$ cat config.mk
export PLATFORM = sky130hd
export DESIGN_NAME = queue_and_stack_command_engine_flat
export DESIGN_NICKNAME = d
export VERILOG_FILES = /design/src/rtl/core/qsce_pkg.sv /design/src/rtl/core/qsce_cmd_if.sv /design/src/rtl/core/qsce_res_if.sv /design/src/rtl/core/queue_and_stack_command_engine.sv /design/src/rtl/core/qsce_mem.sv /design/src/rtl/core/qsce_seq.sv /design/src/flat_wrapper.sv
export VERILOG_INCLUDE_DIRS = /design/src /design/src/rtl/core
export SDC_FILE = /design/constraint.sdc
export NUM_CORES = 2
export LEC_CHECK = 0
export BUFFER_PORTS_ARGS = -buffer_cell sky130_fd_sc_hd__buf_2
export CORE_UTILIZATION = 45
export DETAILED_ROUTE_END_ITERATION = 10
export GPL_TIMING_DRIVEN = 0
export HOLD_SLACK_MARGIN = 0.02
export SLEW_MARGIN = 40
export SYNTH_ARGS = -nofsm -noshare
export SYNTH_HDL_FRONTEND = slang
export SYNTH_SLANG_ARGS = --single-unit
$ cat constraint.sdc
create_clock -name clk -period 7.02 [get_ports clk]
set_clock_uncertainty 0.05 [all_clocks]
set_input_delay 0 -clock clk [delete_from_list [all_inputs] [get_ports clk]]
set_output_delay 0 -clock clk [all_outputs]
set_load 0.01 [all_outputs]
$ cat src/rtl/core/queue_and_stack_command_engine_assert.svh
// Assertion macros shared by the command engine.
`ifndef QUEUE_AND_STACK_COMMAND_ENGINE_ASSERT_SVH
`define QUEUE_AND_STACK_COMMAND_ENGINE_ASSERT_SVH

// The consequent must hold in the same cycle as the antecedent.
`define QSCE_ASSERT_SAME(lbl, clk, rst_n, ante, cons) \
  lbl: assert property (@(posedge clk) disable iff (!rst_n) (ante) |-> (cons)) \
    else $error("command engine check failed");

// The consequent must hold in the cycle after the antecedent.
`define QSCE_ASSERT_NEXT(lbl, clk, rst_n, ante, cons) \
  lbl: assert property (@(posedge clk) disable iff (!rst_n) (ante) |=> (cons)) \
    else $error("command engine check failed");

// The condition must never hold.
`define QSCE_ASSERT_NEVER(lbl, clk, rst_n, cond) \
  lbl: assert property (@(posedge clk) disable iff (!rst_n) !(cond)) \
    else $error("command engine check failed");

`endif

$ cat src/rtl/core/qsce_pkg.sv
`default_nettype none
package qsce_pkg;

  localparam int DEPTH_DEF = 32;
  localparam int DATA_W    = 32;
  localparam int REQ_W     = 3;
  localparam int STAT_W    = 2;

  localparam logic TGT_QUEUE = 1'b0;
  localparam logic TGT_STACK = 1'b1;

  localparam logic [REQ_W-1:0] REQ_PUSH  = 3'd0;
  localparam logic [REQ_W-1:0] REQ_POP   = 3'd1;
  localparam logic [REQ_W-1:0] REQ_PEEK  = 3'd2;
  localparam logic [REQ_W-1:0] REQ_PRINT = 3'd3;
  localparam logic [REQ_W-1:0] REQ_CLEAR = 3'd4;

  localparam logic [STAT_W-1:0] STAT_VALUE = 2'd0;
  localparam logic [STAT_W-1:0] STAT_EMPTY = 2'd1;
  localparam logic [STAT_W-1:0] STAT_FULL  = 2'd2;

endpackage
`default_nettype wire

$ cat src/rtl/core/qsce_cmd_if.sv
`default_nettype none
interface qsce_cmd_if;
  import qsce_pkg::*;

  logic                     valid;
  logic                     ready;
  logic                     target;
  logic [REQ_W-1:0]         req_type;
  logic signed [DATA_W-1:0] push_value;

  modport source (output valid, output target, output req_type, output push_value,
                  input ready);
  modport sink   (input valid, input target, input req_type, input push_value,
                  output ready);
endinterface
`default_nettype wire

$ cat src/rtl/core/qsce_res_if.sv
`default_nettype none
interface qsce_res_if;
  import qsce_pkg::*;

  logic                     valid;
  logic                     ready;
  logic                     which;
  logic [STAT_W-1:0]        status;
  logic signed [DATA_W-1:0] item_value;
  logic                     last;

  modport source (output valid, output which, output status, output item_value,
                  output last, input ready);
  modport sink   (input valid, input which, input status, input item_value,
                  input last, output ready);
endinterface
`default_nettype wire

$ cat src/rtl/core/queue_and_stack_command_engine.sv
// Queue and stack command engine.
// One FIFO queue and one LIFO stack of signed 32-bit entries, DEPTH each.
// Commands arrive on in_cmd (target, req_type, push_value); results leave
// on out_res (which, status, item_value, last), last marking the final
// result word of a command. Both channels move a word when valid and ready
// are high at a rising clock edge.
// A successful push or a clear of a non-empty structure gives no result.
// Pop and peek first read the memory, then load the output register.
// Empty and full notices also pass through the output register.
// Print gives one entry a cycle while the receiver takes them, since the
// next entry is read from the entry memory as the current one is loaded.
// The output register frees the engine as soon as a result is loaded; when
// the receiver stalls, the next result waits in the sequencer and in_cmd
// stays low on ready until it is loaded.
// Synchronous reset empties both structures; the memories are not cleared.
`default_nettype none
`include "queue_and_stack_command_engine_assert.svh"
module queue_and_stack_command_engine #(
  parameter int DEPTH = qsce_pkg::DEPTH_DEF
) (
  input  wire logic  clk,
  input  wire logic  rst_n,
  qsce_cmd_if.sink   in_cmd,
  qsce_res_if.source out_res
);
  import qsce_pkg::*;

  localparam int AW = $clog2(DEPTH);

  logic              q_we;
  logic [AW-1:0]     q_waddr;
  logic [DATA_W-1:0] q_wdata;
  logic              s_we;
  logic [AW-1:0]     s_waddr;
  logic [DATA_W-1:0] s_wdata;
  logic              rd_en;
  logic [AW-1:0]     q_raddr;
  logic [AW-1:0]     s_raddr;
  logic [DATA_W-1:0] q_rdata;
  logic [DATA_W-1:0] s_rdata;

  qsce_seq #(.DEPTH(DEPTH)) u_seq (
    .clk     (clk),
    .rst_n   (rst_n),
    .cmd     (in_cmd),
    .res     (out_res),
    .q_we    (q_we),
    .q_waddr (q_waddr),
    .q_wdata (q_wdata),
    .s_we    (s_we),
    .s_waddr (s_waddr),
    .s_wdata (s_wdata),
    .rd_en   (rd_en),
    .q_raddr (q_raddr),
    .s_raddr (s_raddr),
    .q_rdata (q_rdata),
    .s_rdata (s_rdata)
  );

  qsce_mem #(.DEPTH(DEPTH), .WIDTH(DATA_W)) u_queue_mem (
    .clk   (clk),
    .we    (q_we),
    .waddr (q_waddr),
    .wdata (q_wdata),
    .re    (rd_en),
    .raddr (q_raddr),
    .rdata (q_rdata)
  );

  qsce_mem #(.DEPTH(DEPTH), .WIDTH(DATA_W)) u_stack_mem (
    .clk   (clk),
    .we    (s_we),
    .waddr (s_waddr),
    .wdata (s_wdata),
    .re    (rd_en),
    .raddr (s_raddr),
    .rdata (s_rdata)
  );

  // A command touches one structure, so both memories never take a word.
  `QSCE_ASSERT_NEVER(a_one_writer, clk, rst_n, q_we && s_we)
  // Entries are written only by an accepted push.
  `QSCE_ASSERT_SAME(a_write_on_push, clk, rst_n, q_we || s_we,
    in_cmd.valid && in_cmd.ready && (in_cmd.req_type == REQ_PUSH))
  // A command that always answers holds off the next one while it runs.
  `QSCE_ASSERT_NEXT(a_busy_after_read, clk, rst_n,
    in_cmd.valid && in_cmd.ready &&
    (in_cmd.req_type == REQ_POP || in_cmd.req_type == REQ_PEEK ||
     in_cmd.req_type == REQ_PRINT), !in_cmd.ready)

endmodule
`default_nettype wire

$ cat src/rtl/core/qsce_mem.sv
`default_nettype none
module qsce_mem #(
  parameter int DEPTH = qsce_pkg::DEPTH_DEF,
  parameter int WIDTH = qsce_pkg::DATA_W,
  localparam int AW   = $clog2(DEPTH)
) (
  input  wire logic             clk,
  input  wire logic             we,
  input  wire logic [AW-1:0]    waddr,
  input  wire logic [WIDTH-1:0] wdata,
  input  wire logic             re,
  input  wire logic [AW-1:0]    raddr,
  output logic      [WIDTH-1:0] rdata
);

  logic [WIDTH-1:0] mem_r [DEPTH];
  logic [WIDTH-1:0] rdata_r;

  always_ff @(posedge clk) begin
    if (we) begin
      mem_r[waddr] <= wdata;
    end
  end

  // Read data holds until the next read, so a stalled result keeps its word.
  always_ff @(posedge clk) begin
    if (re) begin
      rdata_r <= mem_r[raddr];
    end
  end

  assign rdata = rdata_r;

endmodule
`default_nettype wire

$ cat src/rtl/core/qsce_seq.sv
`default_nettype none
module qsce_seq #(
  parameter int DEPTH = qsce_pkg::DEPTH_DEF,
  localparam int AW   = $clog2(DEPTH)
) (
  input  wire logic                          clk,
  input  wire logic                          rst_n,
  qsce_cmd_if.sink                           cmd,
  qsce_res_if.source                         res,
  output logic                               q_we,
  output logic [AW-1:0]                      q_waddr,
  output logic [qsce_pkg::DATA_W-1:0]        q_wdata,
  output logic                               s_we,
  output logic [AW-1:0]                      s_waddr,
  output logic [qsce_pkg::DATA_W-1:0]        s_wdata,
  output logic                               rd_en,
  output logic [AW-1:0]                      q_raddr,
  output logic [AW-1:0]                      s_raddr,
  input  wire logic [qsce_pkg::DATA_W-1:0]   q_rdata,
  input  wire logic [qsce_pkg::DATA_W-1:0]   s_rdata
);
  import qsce_pkg::*;

  localparam int CW = $clog2(DEPTH + 1);
  localparam logic [AW:0]   DEPTH_S = (AW + 1)'(DEPTH);
  localparam logic [CW-1:0] DEPTH_C = CW'(DEPTH);

  typedef enum logic [1:0] {
    ST_IDLE = 2'b01,
    ST_RUN  = 2'b10
  } seq_state_t;

  function automatic logic [AW-1:0] wrap_add(input logic [AW-1:0] a,
                                             input logic [AW-1:0] b);
    logic [AW:0] s;
    s = {1'b0, a} + {1'b0, b};
    if (s >= DEPTH_S) begin
      s = s - DEPTH_S;
    end
    return s[AW-1:0];
  endfunction

  seq_state_t          state_r, state_nxt;
  logic [AW-1:0]       q_head_r, q_head_nxt;
  logic [CW-1:0]       q_cnt_r, q_cnt_nxt;
  logic [CW-1:0]       s_cnt_r, s_cnt_nxt;
  logic                r_which_r, r_which_nxt;
  logic [STAT_W-1:0]   r_status_r, r_status_nxt;
  logic                r_print_r, r_print_nxt;
  logic [AW-1:0]       idx_r, idx_nxt;

  logic                out_valid_r, out_valid_nxt;
  logic                out_which_r, out_which_nxt;
  logic [STAT_W-1:0]   out_status_r, out_status_nxt;
  logic [DATA_W-1:0]   out_value_r, out_value_nxt;
  logic                out_last_r, out_last_nxt;

  logic                acc;
  logic [CW-1:0]       sel_cnt;
  logic                sel_empty;
  logic                sel_full;
  logic                push_ok;
  logic [CW-1:0]       run_cnt;
  logic                run_last;
  logic                out_free;
  logic                walk_adv;
  logic [AW-1:0]       off_nxt;
  logic [CW-1:0]       s_rd_cw;

  assign cmd.ready = (state_r == ST_IDLE);
  assign acc       = cmd.valid && cmd.ready;

  assign sel_cnt   = (cmd.target == TGT_STACK) ? s_cnt_r : q_cnt_r;
  assign sel_empty = (sel_cnt == '0);
  assign sel_full  = (sel_cnt == DEPTH_C);
  assign push_ok   = acc && (cmd.req_type == REQ_PUSH) && !sel_full;

  assign q_we    = push_ok && (cmd.target == TGT_QUEUE);
  assign q_waddr = wrap_add(q_head_r, q_cnt_r[AW-1:0]);
  assign q_wdata = cmd.push_value;
  assign s_we    = push_ok && (cmd.target == TGT_STACK);
  assign s_waddr = s_cnt_r[AW-1:0];
  assign s_wdata = cmd.push_value;

  // At acceptance the read targets the front or top entry; during a print
  // walk it targets the entry after the one being emitted.
  assign off_nxt = idx_r + AW'(1);
  assign q_raddr = (state_r == ST_IDLE) ? q_head_r : wrap_add(q_head_r, off_nxt);
  assign s_rd_cw = s_cnt_r - CW'(1) - ((state_r == ST_IDLE) ? '0 : CW'(off_nxt));
  assign s_raddr = s_rd_cw[AW-1:0];
  assign rd_en   = acc || walk_adv;

  assign run_cnt  = r_which_r ? s_cnt_r : q_cnt_r;
  assign run_last = !r_print_r || (CW'(idx_r) == (run_cnt - CW'(1)));
  assign out_free = !out_valid_r || res.ready;
  assign walk_adv = (state_r == ST_RUN) && out_free && !run_last;

  always_comb begin
    state_nxt      = state_r;
    q_head_nxt     = q_head_r;
    q_cnt_nxt      = q_cnt_r;
    s_cnt_nxt      = s_cnt_r;
    r_which_nxt    = r_which_r;
    r_status_nxt   = r_status_r;
    r_print_nxt    = r_print_r;
    idx_nxt        = idx_r;
    out_valid_nxt  = out_valid_r && !res.ready;
    out_which_nxt  = out_which_r;
    out_status_nxt = out_status_r;
    out_value_nxt  = out_value_r;
    out_last_nxt   = out_last_r;

    case (state_r)
      ST_IDLE: begin
        if (acc) begin
          r_which_nxt  = cmd.target;
          r_status_nxt = sel_empty ? STAT_EMPTY : STAT_VALUE;
          r_print_nxt  = 1'b0;
          idx_nxt      = '0;
          case (cmd.req_type)
            REQ_PUSH: begin
              if (sel_full) begin
                r_status_nxt = STAT_FULL;
                state_nxt    = ST_RUN;
              end else if (cmd.target == TGT_STACK) begin
                s_cnt_nxt = s_cnt_r + CW'(1);
              end else begin
                q_cnt_nxt = q_cnt_r + CW'(1);
              end
            end
            REQ_POP: begin
              state_nxt = ST_RUN;
              if (!sel_empty) begin
                if (cmd.target == TGT_STACK) begin
                  s_cnt_nxt = s_cnt_r - CW'(1);
                end else begin
                  q_cnt_nxt  = q_cnt_r - CW'(1);
                  q_head_nxt = wrap_add(q_head_r, AW'(1));
                end
              end
            end
            REQ_PEEK: begin
              state_nxt = ST_RUN;
            end
            REQ_PRINT: begin
              state_nxt   = ST_RUN;
              r_print_nxt = !sel_empty;
            end
            REQ_CLEAR: begin
              if (sel_empty) begin
                state_nxt = ST_RUN;
              end else if (cmd.target == TGT_STACK) begin
                s_cnt_nxt = '0;
              end else begin
                q_cnt_nxt  = '0;
                q_head_nxt = '0;
              end
            end
            default: begin
            end
          endcase
        end
      end
      ST_RUN: begin
        if (out_free) begin
          out_valid_nxt  = 1'b1;
          out_which_nxt  = r_which_r;
          out_status_nxt = r_status_r;
          out_value_nxt  = (r_status_r == STAT_VALUE) ?
                           (r_which_r ? s_rdata : q_rdata) : '0;
          out_last_nxt   = run_last;
          if (run_last) begin
            state_nxt = ST_IDLE;
          end else begin
            idx_nxt = off_nxt;
          end
        end
      end
      default: begin
        state_nxt = ST_IDLE;
      end
    endcase
  end

  always_ff @(posedge clk) begin
    if (!rst_n) begin
      state_r     <= ST_IDLE;
      q_head_r    <= '0;
      q_cnt_r     <= '0;
      s_cnt_r     <= '0;
      out_valid_r <= 1'b0;
    end else begin
      state_r     <= state_nxt;
      q_head_r    <= q_head_nxt;
      q_cnt_r     <= q_cnt_nxt;
      s_cnt_r     <= s_cnt_nxt;
      out_valid_r <= out_valid_nxt;
    end
  end

  always_ff @(posedge clk) begin
    r_which_r    <= r_which_nxt;
    r_status_r   <= r_status_nxt;
    r_print_r    <= r_print_nxt;
    idx_r        <= idx_nxt;
    out_which_r  <= out_which_nxt;
    out_status_r <= out_status_nxt;
    out_value_r  <= out_value_nxt;
    out_last_r   <= out_last_nxt;
  end

  assign res.valid      = out_valid_r;
  assign res.which      = out_which_r;
  assign res.status     = out_status_r;
  assign res.item_value = out_value_r;
  assign res.last       = out_last_r;

endmodule
`default_nettype wire
$ cat src/flat_wrapper.sv
// flat-port wrapper written by rule: the top's interface ports become plain ports
module queue_and_stack_command_engine_flat import qsce_pkg::*;
#(
  parameter int DEPTH = qsce_pkg::DEPTH_DEF
)
  (clk, rst_n, in_cmd_valid, in_cmd_target, in_cmd_req_type, in_cmd_push_value, in_cmd_ready, out_res_valid, out_res_which, out_res_status, out_res_item_value, out_res_last, out_res_ready);
  qsce_cmd_if in_cmd_i ();
  qsce_res_if out_res_i ();
  input  wire logic clk;
  input  wire logic rst_n;
  input wire logic [$bits(in_cmd_i.valid)-1:0] in_cmd_valid;
  input wire logic [$bits(in_cmd_i.target)-1:0] in_cmd_target;
  input wire logic [$bits(in_cmd_i.req_type)-1:0] in_cmd_req_type;
  input wire logic [$bits(in_cmd_i.push_value)-1:0] in_cmd_push_value;
  output wire logic [$bits(in_cmd_i.ready)-1:0] in_cmd_ready;
  output wire logic [$bits(out_res_i.valid)-1:0] out_res_valid;
  output wire logic [$bits(out_res_i.which)-1:0] out_res_which;
  output wire logic [$bits(out_res_i.status)-1:0] out_res_status;
  output wire logic [$bits(out_res_i.item_value)-1:0] out_res_item_value;
  output wire logic [$bits(out_res_i.last)-1:0] out_res_last;
  input wire logic [$bits(out_res_i.ready)-1:0] out_res_ready;
  assign in_cmd_i.valid = in_cmd_valid;
  assign in_cmd_i.target = in_cmd_target;
  assign in_cmd_i.req_type = in_cmd_req_type;
  assign in_cmd_i.push_value = in_cmd_push_value;
  assign in_cmd_ready = in_cmd_i.ready;
  assign out_res_valid = out_res_i.valid;
  assign out_res_which = out_res_i.which;
  assign out_res_status = out_res_i.status;
  assign out_res_item_value = out_res_i.item_value;
  assign out_res_last = out_res_i.last;
  assign out_res_i.ready = out_res_ready;
  queue_and_stack_command_engine #(.DEPTH(DEPTH)) u_core (.clk(clk), .rst_n(rst_n), .in_cmd(in_cmd_i), .out_res(out_res_i));
endmodule
Yosys cells after proc, flatten, opt, wreduce, memory -nomap -nowiden:

Memory sizes are Yosys's and may differ from the RTL's. A register that Yosys moved wholly into a read port is not among the register bits.
Index checks and enable logic that the tools add are counted.

* bits in registers: 65
* bits in latches: 0
* RAM bits: 2048
* bits in read-only memories: 0
* input port bits: 40
* output and inout bits: 38
* logic and storage cells: 134
* memories: 2

Memory list
* u_core.u_queue_mem.mem_r: depth 32, width 32, rd ports 1, clocked after Yosys merged registers in 1, write ports 1, line qsce_mem.sv:16 `logic [WIDTH-1:0] mem_r [DEPTH];`
* u_core.u_stack_mem.mem_r: depth 32, width 32, rd ports 1, clocked after Yosys merged registers in 1, write ports 1, line qsce_mem.sv:16

* add/subtract/negate cells: 13
* $mul: 0
* div/mod/pow operators: 0
* order comparisons: 3
* equality and inequality tests: 24
* shift operators: 0
* muxes and demuxes: 47
* bitwise gates (word level): 1
* reduce and logical (&&, ||, !) cells: 31

Operator list (count)
* two-way mux 6 bit: 14
* two-way mux 5 bit: 12
* one-hot mux 6 bit (3 select lines): 2
* two-way mux 32 bit: 1
* != test 2 bit (second input constant): 12
* one-hot mux 5 bit (2 select lines): 2
* >= comparator 6 bit (second input constant): 3
* AND reduction 9 bit: 2
* subtractor 6 x 1 -> 6 bit (second input constant): 3
* subtractor 5 x 1 -> 5 bit (second input constant): 3
* two-way mux 2 bit: 7
* adder 5 x 5 -> 6 bit: 2
* adder 6 x 1 -> 6 bit (second input constant): 2
* logical AND 1 bit: 8
* two-way mux 1 bit: 7
* AND reduction 7 bit: 1
* adder 5 x 1 -> 6 bit (second input constant): 1
* == test 3 x 2 -> 1 bit (second input constant): 2
* == test 5 x 6 -> 1 bit: 1
* == test 6 bit (second input constant): 1
* logical NOT 1 bit: 6
* logical NOT 6 bit: 1
* != test 3 bit (second input constant): 2
* one-hot mux 2 bit (3 select lines): 1
* other kinds (19): 23

Depth between registers and ports, before layout:

* depth in word-level cells: 7
* mapped depth: 15
* gate-level depth less buffers: 12

Modules after synthesis:

A second synthesis with hierarchy kept.

* cell total of the unflattened synthesis: 4999
* area total of the unflattened synthesis: 86234.0 um^2

By module, submodules not included
* qsce_mem at u_core.u_queue_mem: times used 1, cells each 2260, area each 40812.9 um^2, sequential area each 31710.4 um^2
* qsce_mem at u_core.u_stack_mem: times used 1, cells each 2260, area each 40810.4 um^2, sequential area each 31710.4 um^2
* qsce_seq: times used 1, cells each 479, area each 4610.7 um^2, sequential area each 1751.7 um^2

Least setup slack after synthesis:

OpenSTA, ideal clock, no wires.

* path type: reg2reg
* from: reg u_core.u_seq.r_which_r
* to: reg u_core.u_queue_mem.rdata_r[0] (netlist: u_core.u_queue_mem.rdata[0]), read port of u_core.u_queue_mem.mem_r, enable pin
* setup time: 0.580 ns
* arrival: 6.904 ns
* required time: 6.390 ns
* slack: -0.514 ns
* stages on the path, launching flop included: 11
* path buffers: 3
* period minus slack after synthesis: 7.534 ns
* cells stage by stage: edfxtp_1 buf_2 buf_2 buf_1 mux2i_1 ha_1 xor2_1 xnor2_1 or4_1 o21ai_1 o31ai_1

* word-level cells in the longest chain between the ends: 7

Ends and longest elaborated chain
* start, declared: line qsce_seq.sv:47 `logic r_which_r, r_which_nxt;`
* start signal, assigned: line qsce_seq.sv:202 `r_which_r <= r_which_nxt;`
* two-way mux 6 bit: line qsce_seq.sv:93 `assign run_cnt = r_which_r ? s_cnt_r : q_cnt_r;`
* subtractor 6 x 1 -> 6 bit: line qsce_seq.sv:94 `assign run_last = !r_print_r || (CW'(idx_r) == (run_cnt - CW'(1)));`
* == test 5 x 6 -> 1 bit: line qsce_seq.sv:94
* logical OR 1 bit: line qsce_seq.sv:94
* net u_core.u_seq.run_last: line qsce_seq.sv:64 `logic run_last;`
* logical NOT 1 bit: line qsce_seq.sv:96 `assign walk_adv = (state_r == ST_RUN) && out_free && !run_last;`
* logical AND 1 bit: line qsce_seq.sv:96
* logical OR 1 bit: line qsce_seq.sv:91 `assign rd_en = acc || walk_adv;`
* net u_core.rd_en: line queue_and_stack_command_engine.sv:36 `logic rd_en;`
* end, declared: line qsce_mem.sv:17 `logic [WIDTH-1:0] rdata_r;`

The timed path passes the listed nets, and every way through them passes these cells.
A chain may end at the register's enable or synchronous reset.

Worst setup path in the final report:

* from: reg u_core.u_seq.r_which_r
* to: reg u_core.u_stack_mem.rdata_r[7] (netlist: u_core.u_stack_mem.rdata[7]), read port of u_core.u_stack_mem.mem_r, enable pin

* word-level cells in the longest chain between the ends: 7

Ends and longest elaborated chain (line)
* two-way mux 6 bit: qsce_seq.sv:93
* subtractor 6 x 1 -> 6 bit: qsce_seq.sv:94
* == test 5 x 6 -> 1 bit: qsce_seq.sv:94
* logical OR 1 bit: qsce_seq.sv:94
* net u_core.u_seq.run_last: qsce_seq.sv:64
* logical NOT 1 bit: qsce_seq.sv:96
* logical AND 1 bit: qsce_seq.sv:96
* logical OR 1 bit: qsce_seq.sv:91
* net u_core.rd_en: queue_and_stack_command_engine.sv:36
* end, declared: qsce_mem.sv:17

The timed path passes the listed nets, and every way through them passes these cells.

==> key figures <==
Clock network
  – CTS buffer count: 214
  – Post-CTS Resized: 0
  – H-tree Lvls: 4
  – CTS tree: built
  – Clock slew at reported path FFs: 0.06 ns
  – Clock Tree Buf Depth: 3
  – Worst-Skew Late Latency: 0.87 ns
  – Postcts setup bufs: 0
  – # clock sinks: 2177
  – CTS root buf: clkbuf_16

Synthesis
  – Avg Cell Area, Syn: 16.8 sq um
  – Yosys cell types: 68
  – Post-synth EDFFs: 2157
  – Primary FF master, synth: edfxtp_1
  – Async S/R FF share, synth: 0
  – Cell taking the most area after synthesis: edfxtp_1
  – Seq/Total Area, Yosys: 0.753
  – Synth Cell Area: 86500 sq um
  – Post-synth top area share: 0.748
  – Syn. warnings: 0
  – Top post-synthesis cells by area: edfxtp_1 (75%), mux4_2 (8.3%), nand2_1 (3.0%)
  – FF+latch count, synth: 2177
  – Post-synthesis net count: 5209
  – Mapped Cells: 5141

STA
  – Worst slew margin: 0.331
  – Slew at the pin closest to its max-slew limit: 1.00 ns
  – Unrepaired setup endpoints after global routing: false
  – Fin. Hold Viols: 0
  – Final period utilization: 0.779
  – F_max: 183 MHz
  – Setup slack after layout: 1.55 ns
  – Pins Over Slew Limit: 0
  – Setup_tns: 0 ns
  – Minimum clock period: 5.47 ns
  – Final setup fails: 0

Critical path
  – CP cell instances: buf_2 -> buf_2 -> buf_2 -> mux2i_1 -> ha_1 -> xor2_1 -> xnor2_1 -> or4_1 -> o21ai_2 -> o31ai_4 -> buf_4 -> buf_4 -> buf_4 -> buf_4 -> buf_6
  – Most used cell, CP: buf_4
  – Critical path's slowest cell: o21ai_2
  – Crit path DAT: 6.04 ns
  – Critical path class: flip-flop to flip-flop
  – Crit path launch type: flip-flop
  – Crit end category: flip-flop
  – WP data required: 7.59 ns
  – Worst reg-to-reg setup slack: 1.55 ns
  – Crit path largest cell delay: 0.70 ns
  – Crit-path max FO: 12

Outcome
  – Outcome: complete, no violations

Route
  – Number of routed nets with antenna violations: 0
  – Drt pass-1 iters: 9
  – Detailed-route via count: 51500
  – Drt total wl: 261000 um
  – Via density: 6.16
  – DR iter-0 viols: 7594
  – Avg WL per Cell: 31.2 um
  – Post-route DRC: 0

GRT
  – First-pass GRT wire length: 369000 um
  – Initial antenna violation count: 21
  – Total gr overflow: 0
  – Vias in the first global route: 49800
  – Pin count of the biggest net entering global routing: 65
  – Total GRT Usage: 0.268

Power
  – Gate power share: 0.104
  – Leak Pwr: 33.2 nW
  – Power density over cell area: 285 nW/um^2
  – Internal Power: 0.0218 W
  – Clock power share: 0.396
  – Sw Share: 0.246
  – Total design power: 0.0289 W
  – Sw Pwr: 0.00712 W
  – Peak supply drop: 0.285 mV
  – Flop pwr share: 0.501

Die
  – Chip height: 441 um
  – Num rows: 160
  – Starting Density: 0.454
  – IO Count: 78
  – Area of the core: 191000 sq um
  – Die ar.: 194000 sq um
  – Die X: 441 um

Placed design
  – Final HPWL DP: 180000 um
  – GP Congestion: 0.930
  – IO Port Bufs: 76
  – Dpl ws: 1.76 ns

Run
  – Max-Cap Viols: 0

Finish
  – Commonest non-fill, non-tap cell in the layout: edfxtp_1
  – Most frequent cells in the layout: edfxtp_1 (2157), nand2_1 (681), a21oi_1 (347)
  – Layout cells sized above 1: 0.188
  – Synth-to-Final Area Change: 17.5%
  – Fin nets: 5724

Min path
  – HP Class: input pin to flip-flop
## metrics by stage
stage | util | cell area [sq um] | hold WS (ns) | cells
3_5_place_dp | 0.494 | 94100 | 0.259 | 7885
6_report | 0.534 | 102000 | 0.0876 | 8359
4_1_cts | 0.533 | 102000 | 0.0471 | 8337
3_3_place_gp | 0.473 | 90100 | 0.356 | 7728
5_1_grt | 0.534 | 102000 | 0.0626 | 8348
2_1_floorplan | - | 86500 | 0.0489 | 5141
## sequential cells by signal (all words and copies together) (netlist names), 2 cells and up
| register | flops |
|---|---|
| u_core.u_stack_mem.rdata | 32 |
| u_core.u_seq.idx_r | 5 |
| u_core.u_seq.r_status_r | 2 |
| u_core.u_stack_mem.mem_r | 1024 |
| u_core.u_seq.q_cnt_r | 6 |
| u_core.u_seq.res.item_value | 32 |
| u_core.u_seq.q_head_r | 5 |
| u_core.u_seq.res.status | 2 |
| u_core.u_seq.state_r | 2 |
| u_core.u_seq.s_cnt_r | 6 |
| u_core.u_queue_mem.mem_r | 1024 |
| u_core.u_queue_mem.rdata | 32 |
## worst paths after layout
| path | start | to | cells past startpoint |
|---|---|---|---|
| min reg2reg | u_core.u_stack_mem.rdata[9] | u_core.u_seq.res.item_value[9] | 2 |
| min | in_cmd_target | u_core.u_seq.r_which_r | 2 |
| max | u_core.u_seq.r_which_r | u_core.u_stack_mem.rdata[7] | 15 |
| max reg2reg | u_core.u_seq.r_which_r | u_core.u_stack_mem.rdata[7] | 15 |
## critical path, delay by kind of cell, from the launching register on
family,cells,cell delay [ns]
compound gates,2,1.01
flops,1,0.55
mux,1,0.27
simple gates,1,0.53
buf+inv,8,2.30
xor+xnor,2,0.25
fa+ha+maj,1,0.20
## per-layer routing
metal	GRT usage	part of all wire	vias up
met3	0.0545	0.094	494
met4	0.106	0.043	8
met2	0.405	0.45	2637
li1	-	-	21500
met1	0.383	0.41	26900
met5	0	0.00015	-
## cells in the mapped netlist (4+ instances only)
cell type     n
ha_1         24
nor2b_1      10
mux4_2      318
and3_1       64
edfxtp_1   2157
a22oi_1     202
nand2_1     682
inv_1        13
a221oi_1     93
mux2i_1     100
a21o_1        5
fa_1          4
dfxtp_1      20
nor2_1      290
buf_2       104
buf_1        31
nand3b_1      4
o21ai_1      29
xor2_1       17
clkbuf_1    194
buf_4         8
xnor2_1      15
o31ai_1       4
a21oi_1     349
nand3_1      81
and2_1        5
o221ai_1     33
or3_1         9
o21ai_0      77
a311oi_1     33
nor3_1        7
o211ai_1      5
a31oi_1      98
nand2b_1      6
## timing repair
item,4_1_cts,5_1_grt
endpoints found under the setup margin,0,0
endpoints found under the hold margin,2104,0
hold buffers,56,0
## cell type report
class,instances,area [sq um]
well taps,2511,3140
multi-input cells,2610,20600
fillers,15100,88900
inverters,16,60.1
plain buffers,338,1450
repair buffers,299,4380
clock buffers,274,5640
flip-flops and latches,2177,65200
clock inverters,122,1270
diodes,12,30.0
## power groups by stage
stage	registers [W]	logic (W)	clock network (W)
3_5_place_dp	0.0148	0.00291	0
2_1_floorplan	0.0147	0.00153	0
3_3_place_gp	0.0148	0.00280	0
5_1_grt	0.0145	0.00314	0.0120
6_report	0.0145	0.00301	0.0114
4_1_cts	0.0145	0.00294	0.0116
## cell families (layout without fill, tap and decap cells)
logic type | count (synthesis) | in the layout | synth area share
buffers and inverters | 354 | 1049 | 0.0173
AO/OA/AOI/OAI | 944 | 944 | 0.0700
AND/OR/NAND/NOR | 1184 | 1184 | 0.0570
other | 0 | 12 | 0
adder cells (fa/ha/maj) | 28 | 28 | 0.00440
XOR/XNOR | 33 | 33 | 0.00343
multiplexers | 421 | 421 | 0.0948
flip-flops | 2177 | 2177 | 0.753
Power figures use the tool's default switching activity.
